[config.mk]
export PLATFORM = sky130hd
export DESIGN_NAME = sorted_insert_queue_flat
export DESIGN_NICKNAME = d
export VERILOG_FILES = /design/src/rtl/core/siq_pkg.sv /design/src/rtl/core/siq_if.sv /design/src/rtl/core/siq_cell.sv /design/src/rtl/core/sorted_insert_queue.sv /design/src/flat_wrapper.sv
export SDC_FILE = /design/constraint.sdc
export NUM_CORES = 2
export LEC_CHECK = 0
export ABC_AREA = 0
export BUFFER_PORTS_ARGS = -buffer_cell sky130_fd_sc_hd__buf_2
export CELL_PAD_IN_SITES_DETAIL_PLACEMENT = 0
export CELL_PAD_IN_SITES_GLOBAL_PLACEMENT = 1
export CORE_MARGIN = 2
export CORE_UTILIZATION = 50
export CTS_CLUSTER_DIAMETER = 40
export DETAILED_ROUTE_END_ITERATION = 16
export PLACE_DENSITY_LB_ADDON = 0.1
export SLEW_MARGIN = 25
export SYNTH_ARGS = -nofsm -noshare
export SYNTH_HDL_FRONTEND = slang
export SYNTH_SLANG_ARGS = --single-unit
[constraint.sdc]
create_clock -name clk -period 15.04 [get_ports clk]
set_clock_uncertainty 0.15 [all_clocks]
set_input_delay 4.512 -clock clk [delete_from_list [all_inputs] [get_ports clk]]
set_output_delay 4.512 -clock clk [all_outputs]
set_load 0.02 [all_outputs]
[src/rtl/core/siq_pkg.sv]
// Shared types and constants for the sorted insert queue.
// No dependencies; every other file in rtl/core imports this package.
`default_nettype none

package siq_pkg;

    // Number of entries the queue holds.
    localparam int CAPACITY = 16;
    // Width of the entry count, wide enough to hold CAPACITY itself.
    localparam int CNT_W = $clog2(CAPACITY + 1);
    localparam int DATA_W = 32;

    // Request opcodes.
    localparam logic [1:0] OP_PUSH = 2'd0;
    localparam logic [1:0] OP_INSERT = 2'd1;
    localparam logic [1:0] OP_POP = 2'd2;
    localparam logic [1:0] OP_PEEK = 2'd3;

    // Result status codes.
    localparam logic [1:0] ST_DONE = 2'd0;
    localparam logic [1:0] ST_EMPTY = 2'd1;
    localparam logic [1:0] ST_FULL = 2'd2;

    // Ordered insert rules.
    localparam logic [1:0] MODE_ASC = 2'd0;
    localparam logic [1:0] MODE_DESC = 2'd1;

    typedef logic signed [DATA_W-1:0] data_t;
    typedef logic [CNT_W-1:0] count_t;

    // Control broadcast from the top level to every cell of the row.
    typedef struct packed {
        logic       write;
        logic       ordered;
        logic       pop;
        logic [1:0] mode;
        data_t      data;
    } cell_ctl_t;

endpackage

`default_nettype wire

[src/rtl/core/siq_if.sv]
// Valid/ready channel interfaces for the sorted insert queue.
// Depends on siq_pkg for the payload types.
`default_nettype none

interface siq_cmd_if;
    import siq_pkg::*;

    logic       valid;
    logic       ready;
    logic [1:0] opcode;
    data_t      data_value;

    modport source (output valid, output opcode, output data_value, input ready);
    modport sink (input valid, input opcode, input data_value, output ready);
endinterface

interface siq_rsp_if;
    import siq_pkg::*;

    logic       valid;
    logic       ready;
    data_t      head_value;
    logic [1:0] status;
    count_t     entry_count;

    modport source (output valid, output head_value, output status, output entry_count,
                    input ready);
    modport sink (input valid, input head_value, input status, input entry_count,
                  output ready);
endinterface

`default_nettype wire

[src/rtl/core/siq_cell.sv]
// One storage cell of the queue row: holds one entry and decides whether the
// new value lands here, the entry shifts toward the tail, or it moves toward the head.
// Depends on siq_pkg.
`default_nettype none

module siq_cell (
    input  wire logic              clk,
    input  wire siq_pkg::cell_ctl_t ctl,
    input  wire logic              occupied,
    input  wire logic              at_tail,
    input  wire logic              found_in,
    input  wire siq_pkg::data_t    left_value,
    input  wire siq_pkg::data_t    right_value,
    output logic                   found_out,
    output siq_pkg::data_t         value
);
    import siq_pkg::*;

    data_t value_reg;
    data_t value_next;
    logic  match;
    logic  here;

    // The new value belongs ahead of this entry when the order rule says so.
    assign match = ctl.ordered && occupied &&
                   (((ctl.mode == MODE_ASC) && (ctl.data <= value_reg)) ||
                    ((ctl.mode == MODE_DESC) && (ctl.data > value_reg)));
    assign here = !found_in && (match || at_tail);
    assign found_out = found_in || here;

    always_comb
    begin
        value_next = value_reg;
        if (ctl.write)
        begin
            if (found_in)
            begin
                value_next = left_value;
            end
            else if (here)
            begin
                value_next = ctl.data;
            end
        end
        else if (ctl.pop)
        begin
            value_next = right_value;
        end
    end

    always_ff @(posedge clk)
    begin
        value_reg <= value_next;
    end

    assign value = value_reg;

endmodule

`default_nettype wire

[src/rtl/core/sorted_insert_queue.sv]
// Sorted insert queue: a bounded queue of signed 32-bit values in a row of cells.
// Each result is registered and appears in the cycle after its request is accepted.
// Throughput: one request per cycle while the result port takes each result;
// the insert position ripples through the CAPACITY-cell row inside that cycle.
// Reset (rst_n low, asynchronous): queue empty, order_mode ascending, no result pending.
// Entry storage is not cleared; only entries below the count are ever compared or returned.
`default_nettype none

module sorted_insert_queue (
    input  wire logic   clk,
    input  wire logic   rst_n,
    input  wire logic   cfg_we,
    input  wire logic [1:0] cfg_wdata,
    siq_cmd_if.sink     cmd,
    siq_rsp_if.source   rsp
);
    import siq_pkg::*;

    // Configuration: the rule used by ordered inserts.
    logic [1:0] order_mode_reg;

    // Number of entries currently held.
    count_t occupancy_reg;
    count_t occupancy_next;

    // Registered result, held until the consumer takes it.
    logic   rsp_valid_reg;
    data_t  head_reg;
    logic [1:0] status_reg;
    count_t count_reg;

    logic   accept;
    logic   is_enq;
    logic   is_deq;
    logic   full;
    logic   empty;
    data_t  head_next;
    logic [1:0] status_next;
    cell_ctl_t ctl;

    // Row wiring: each cell sees its neighbors' entries and the insert-found chain.
    data_t  cell_value [CAPACITY];
    logic   found [CAPACITY+1];

    // A request is taken whenever the result register is free or being emptied.
    assign cmd.ready = !rsp_valid_reg || rsp.ready;
    assign accept = cmd.valid && cmd.ready;

    assign is_enq = (cmd.opcode == OP_PUSH) || (cmd.opcode == OP_INSERT);
    assign is_deq = (cmd.opcode == OP_POP) || (cmd.opcode == OP_PEEK);
    assign full = (occupancy_reg == CNT_W'(CAPACITY));
    assign empty = (occupancy_reg == '0);

    // Broadcast control. A push behaves like an insert that matches nowhere,
    // so the value lands at the first free cell.
    always_comb
    begin
        ctl.write = accept && is_enq && !full;
        ctl.ordered = (cmd.opcode == OP_INSERT);
        ctl.pop = accept && (cmd.opcode == OP_POP) && !empty;
        ctl.mode = order_mode_reg;
        ctl.data = cmd.data_value;
    end

    assign found[0] = 1'b0;

    for (genvar i = 0; i < CAPACITY; i++)
    begin : g_cell
        data_t left_v;
        data_t right_v;

        // The head cell never takes from the left and the last cell never
        // takes from the right; their own entry stands in for the missing neighbor.
        if (i == 0)
        begin : g_first
            assign left_v = cell_value[i];
        end
        else
        begin : g_mid_l
            assign left_v = cell_value[i-1];
        end

        if (i == CAPACITY - 1)
        begin : g_last
            assign right_v = cell_value[i];
        end
        else
        begin : g_mid_r
            assign right_v = cell_value[i+1];
        end

        siq_cell u_cell (
            .clk         (clk),
            .ctl         (ctl),
            .occupied    (CNT_W'(i) < occupancy_reg),
            .at_tail     (CNT_W'(i) == occupancy_reg),
            .found_in    (found[i]),
            .left_value  (left_v),
            .right_value (right_v),
            .found_out   (found[i+1]),
            .value       (cell_value[i])
        );
    end

    // Count and result for the accepted request.
    always_comb
    begin
        occupancy_next = occupancy_reg;
        head_next = '0;
        status_next = ST_DONE;
        if (is_enq)
        begin
            if (full)
            begin
                status_next = ST_FULL;
            end
            else
            begin
                occupancy_next = occupancy_reg + CNT_W'(1);
            end
        end
        else if (is_deq)
        begin
            if (empty)
            begin
                status_next = ST_EMPTY;
            end
            else
            begin
                head_next = cell_value[0];
                if (cmd.opcode == OP_POP)
                begin
                    occupancy_next = occupancy_reg - CNT_W'(1);
                end
            end
        end
    end

    always_ff @(posedge clk or negedge rst_n)
    begin
        if (!rst_n)
        begin
            order_mode_reg <= MODE_ASC;
            occupancy_reg <= '0;
            rsp_valid_reg <= 1'b0;
        end
        else
        begin
            if (cfg_we)
            begin
                order_mode_reg <= cfg_wdata;
            end
            if (accept)
            begin
                occupancy_reg <= occupancy_next;
                rsp_valid_reg <= 1'b1;
            end
            else if (rsp.ready)
            begin
                rsp_valid_reg <= 1'b0;
            end
        end
    end

    // Result payload needs no reset; it is qualified by rsp_valid_reg.
    always_ff @(posedge clk)
    begin
        if (accept)
        begin
            head_reg <= head_next;
            status_reg <= status_next;
            count_reg <= occupancy_next;
        end
    end

    assign rsp.valid = rsp_valid_reg;
    assign rsp.head_value = head_reg;
    assign rsp.status = status_reg;
    assign rsp.entry_count = count_reg;

    // The count never passes the capacity.
    a_count_bound: assert property (@(posedge clk) disable iff (!rst_n)
        occupancy_reg <= CNT_W'(CAPACITY))
        else $error("occupancy exceeds capacity");

    // A full report leaves the queue at capacity with a zero value.
    a_full_result: assert property (@(posedge clk) disable iff (!rst_n)
        (rsp_valid_reg && (status_reg == ST_FULL)) |->
        ((count_reg == CNT_W'(CAPACITY)) && (head_reg == '0)))
        else $error("full status with wrong count or value");

    // An empty report only comes with an empty queue.
    a_empty_result: assert property (@(posedge clk) disable iff (!rst_n)
        (rsp_valid_reg && (status_reg == ST_EMPTY)) |-> (count_reg == '0))
        else $error("empty status with nonzero count");

    // A successful pop drops the count by one.
    a_pop_count: assert property (@(posedge clk) disable iff (!rst_n)
        ctl.pop |=> (occupancy_reg == $past(occupancy_reg) - CNT_W'(1)))
        else $error("pop did not decrement occupancy");

    // The registered count always tracks the live occupancy after an accept.
    a_count_track: assert property (@(posedge clk) disable iff (!rst_n)
        accept |=> (count_reg == occupancy_reg))
        else $error("result count differs from occupancy");

endmodule

`default_nettype wire
[src/flat_wrapper.sv]
// flat-port wrapper written by rule: the top's interface ports become plain ports
module sorted_insert_queue_flat import siq_pkg::*;
  (clk, rst_n, cfg_we, cfg_wdata, cmd_valid, cmd_opcode, cmd_data_value, cmd_ready, rsp_valid, rsp_head_value, rsp_status, rsp_entry_count, rsp_ready);
  siq_cmd_if cmd_i ();
  siq_rsp_if rsp_i ();
  input  wire logic clk;
  input  wire logic rst_n;
  input  wire logic cfg_we;
  input  wire logic [1:0] cfg_wdata;
  input wire logic [$bits(cmd_i.valid)-1:0] cmd_valid;
  input wire logic [$bits(cmd_i.opcode)-1:0] cmd_opcode;
  input wire logic [$bits(cmd_i.data_value)-1:0] cmd_data_value;
  output wire logic [$bits(cmd_i.ready)-1:0] cmd_ready;
  output wire logic [$bits(rsp_i.valid)-1:0] rsp_valid;
  output wire logic [$bits(rsp_i.head_value)-1:0] rsp_head_value;
  output wire logic [$bits(rsp_i.status)-1:0] rsp_status;
  output wire logic [$bits(rsp_i.entry_count)-1:0] rsp_entry_count;
  input wire logic [$bits(rsp_i.ready)-1:0] rsp_ready;
  assign cmd_i.valid = cmd_valid;
  assign cmd_i.opcode = cmd_opcode;
  assign cmd_i.data_value = cmd_data_value;
  assign cmd_ready = cmd_i.ready;
  assign rsp_valid = rsp_i.valid;
  assign rsp_head_value = rsp_i.head_value;
  assign rsp_status = rsp_i.status;
  assign rsp_entry_count = rsp_i.entry_count;
  assign rsp_i.ready = rsp_ready;
  sorted_insert_queue u_core (.clk(clk), .rst_n(rst_n), .cfg_we(cfg_we), .cfg_wdata(cfg_wdata), .cmd(cmd_i), .rsp(rsp_i));
endmodule
==> out/metrics.cfg <==
[status]
status = completed

[drt]
routed_wirelength_um = 119000
avgViaCountPerCell = 6.06
dr_total_vias = 32600
avgRoutedWirePerCell_um = 22.1
ant_nets = 0
drc_errors = 0
dr.pass1.iters = 5
drt_iter0_drc = 2509

[worst_setup_path]
cp_data_arrival_time_ns = 10.13
worstReg2RegStart = u_core.g_cell[0].u_cell.value[27]
crit_family = buffers and inverters
start_kind = primary input
required_ns = 15.22
worstReg2RegEnd = u_core.g_cell[14].u_cell.value[12]
r2r_slack_ns = 8.98
path_max_fanout = 34
critPathBufInv = 5
path_cells = buf_2 -> buf_4 -> ha_1 -> nand4_1 -> nor4_1 -> a21oi_1 -> o211ai_1 -> nor2_1 -> a2111oi_0 -> mux2i_1 -> nor4_4 -> nand4_1 -> buf_4 -> a211oi_4 -> buf_4 -> o21ai_4 -> buf_4
critical_path.most_common_cell = buf_4
end_kind = register
worstSetupPathType = primary input to register
critPathSlowestCell = mux2i_1
reg2reg_depth = 16
cp_slowest_stage_delay_ns = 0.84

[layout]
final_nets = 4792
drive_gt1_share_pct = 8.80
largest_reg_flops = 512
synthToLayoutAreaGrowth_pct = 13.4
fillers = 7196

[timing]
maxSlewHeadroom_pct = 29.6
worst_pin_slew_ns = 1.06
rsz0062_at_grt = no
finalSetupViolCount = 0
finalSetupTns_ns = 0
slew_viol_final = 0
final-hold-violation-count = 0
holdWs_ns = 0.379
fmax_ghz = 0.101
period_minus_slack_ns = 9.94
fin_crit_sh_pct = 66.1

[global_route]
grt.total_usage_pct = 28.7
grt_pass1_vias = 32500
grt_max_degree = 213
overflow = 0
grt_pass1_wl_um = 186000
antenna_found_initial = 2

[clock_network]
cts-root-buf = clkbuf_16
clk_pin_slew_ns = 0.05
cts_resized = 0
clk_path_buf_depth = 3
cts_tree = built
numClockSinks = 559
clock_latency_ns = 0.69
numCtsBuffers = 111
htreeDepth = 3
holdBufCountCts = 0
cts_setup_buffers = 0

[logic_synthesis]
yosys.area.top_type = edfxtp_1
seq_area_frac_synth_pct = 41.8
synth.top_cell.area_share_pct = 41.3
syn_area_mm2 = 0.0400
synth_nets = 4771
synthTopCellsByArea = edfxtp_1 (41%), ha_1 (16%), inv_1 (4.9%), mux2i_1 (4.5%), a21oi_1 (4.2%)
synth_edf_count = 551
netlist_instances = 4213
yosysWarnings = 0
synthFlopType = edfxtp_1
synth_seq_cells = 559
avgSynthCellArea_um2 = 9.50
synth_cell_types = 67
ys_async_sr_fraction_pct = 1.43

[die]
chipWidth_um = 287
rows = 103
initial_core_util_pct = 50.6
coreArea_mm2 = 0.0791
die_h_um = 287
boundaryPins = 82
dieArea_mm2 = 0.0823

[min_path]
min_from = u_core.rsp.valid
whs_endpoint = u_core.rsp.valid
min_path_type = register to register
whs_path_depth = 2

[run]
drv_cap = 0

[power]
swShare_pct = 40.7
p_leak_uw = 0.0199
power.share.clock_pct = 29.6
powerDensity_mw_per_mm2 = 189
internal-power_uw = 5090
switching_power_uw = 3500
pwr-share-comb_pct = 41.2
max-vdd-ir-drop_v = 0.000162
seq_power_share_pct = 29.2

[place]
hpwl_um = 87300
gp_congestion = 0.939
port_buffers = 81

layer usage:
metal	vias up	wire, um	track usage, %
li1	15600	-	-
met1	16000	55400	40.9
met2	842	54100	45.5
met3	202	6430	3.62
met4	0	3150	8.70
met5	-	0	0
layout by cell type, fill, tap and decap left out, types with 8 or more instances in the layout:
cell type	instances
o31ai_1	8
o221ai_1	188
nor2b_1	27
nand3_1	240
buf_4	55
clkinv_1	8
o211ai_1	29
clkinvlp_4	17
clkbuf_16	111
a31oi_1	11
edfxtp_1	551
nand2b_1	11
mux2_2	8
nor2_1	306
mux2_1	27
dfrtp_1	8
a21oi_1	336
nand2_1	320
inv_1	527
mux2i_1	178
buf_2	81
ha_1	517
bufinv_16	13
o21ai_0	272
nor4_1	15
nor3_1	31
a2111oi_0	11
o21a_1	19
a21boi_0	8
clkinv_4	17
nand4_1	106
a21o_1	61
a211oi_1	33
inv_6	20
clkinv_2	15
power by group through the flow:
stage	Sequential (uW)	Combinational, uW	Clock [uW]
after detailed placement	2530	3500	0
final	2510	3540	2540
after CTS	2500	3510	2570
after floorplan	2450	2630	0
after global placement	2530	3430	0
after global routing	2540	3950	2640
cell type report:
class / count / area, um2 / share of cell area, %
multi-input combinational: 2891 / 20600 / 45.3
sequential: 559 / 16700 / 36.9
clock buffer: 113 / 2790 / 6.14
inverter: 529 / 1990 / 4.37
tap: 1050 / 1310 / 2.89
clock inverter: 97 / 1050 / 2.32
timing repair buffer: 142 / 945 / 2.08
antenna: 3 / 7.51 / 0.0165
cells in the mapped netlist (all sizes together) (18+ instances only):
cell type / number
o211ai: 29
clkbuf: 206
nor2: 308
inv: 527
nor3: 34
edfxtp: 551
nand4: 106
a211oi: 34
nor4: 18
a21o: 61
o21ai: 278
ha: 517
nand2: 323
o21a: 19
mux2i: 178
nor2b: 27
o221ai: 188
buf: 28
mux2: 35
nand3: 243
a21oi: 338
through the flow:
stage | instance area, um2 | utilization [%] | instances | total power [uW] | worst slack [ns]
after floorplan | 40000 | - | 4213 | 5080 | 4.86
after global placement | 41500 | 52.4 | 5169 | 5960 | 4.52
after detailed placement | 41500 | 52.4 | 5170 | 6030 | 4.45
after CTS | 45300 | 57.3 | 5380 | 8590 | 5.13
after global routing | 45400 | 57.4 | 5382 | 9130 | 4.77
final | 45400 | 57.4 | 5384 | 8590 | 5.10
worst min-delay path, stage by stage, from the launching register on:
cell and delay (ns):
dfrtp_1 0.34, nand2b_1 0.09, nand2b_1 0.07
how the worst max path moves through the flow:
| stage | startpoint | endpoint | depth (start not counted) |
|---|---|---|---|
| 4_1_cts | cmd_data_value[27] | u_core.g_cell[14].u_cell.value[16] | 17 |
| 6_report | cmd_data_value[25] | u_core.g_cell[14].u_cell.value[12] | 17 |
| 3_5_place_dp | cmd_data_value[27] | u_core.g_cell[14].u_cell.value[12] | 17 |
| 3_3_place_gp | cmd_data_value[27] | u_core.g_cell[14].u_cell.value[12] | 17 |
| 2_1_floorplan | cmd_data_value[0] | u_core.g_cell[5].u_cell.value[0] | 15 |
| 5_1_grt | cmd_data_value[31] | u_core.g_cell[14].u_cell.value[16] | 16 |
kinds of logic after synthesis:
group                      synth area share [%]
buffers and inverters                      7.20
AOI/OAI and AO/OA                          16.4
muxes                                      5.44
and+or+nand+nor                            12.7
adders and majority gates                  16.2
DFF                                        41.8
xor gates and xnor gates                  0.175
No activity file was read; power rests on OpenSTA's default activity.
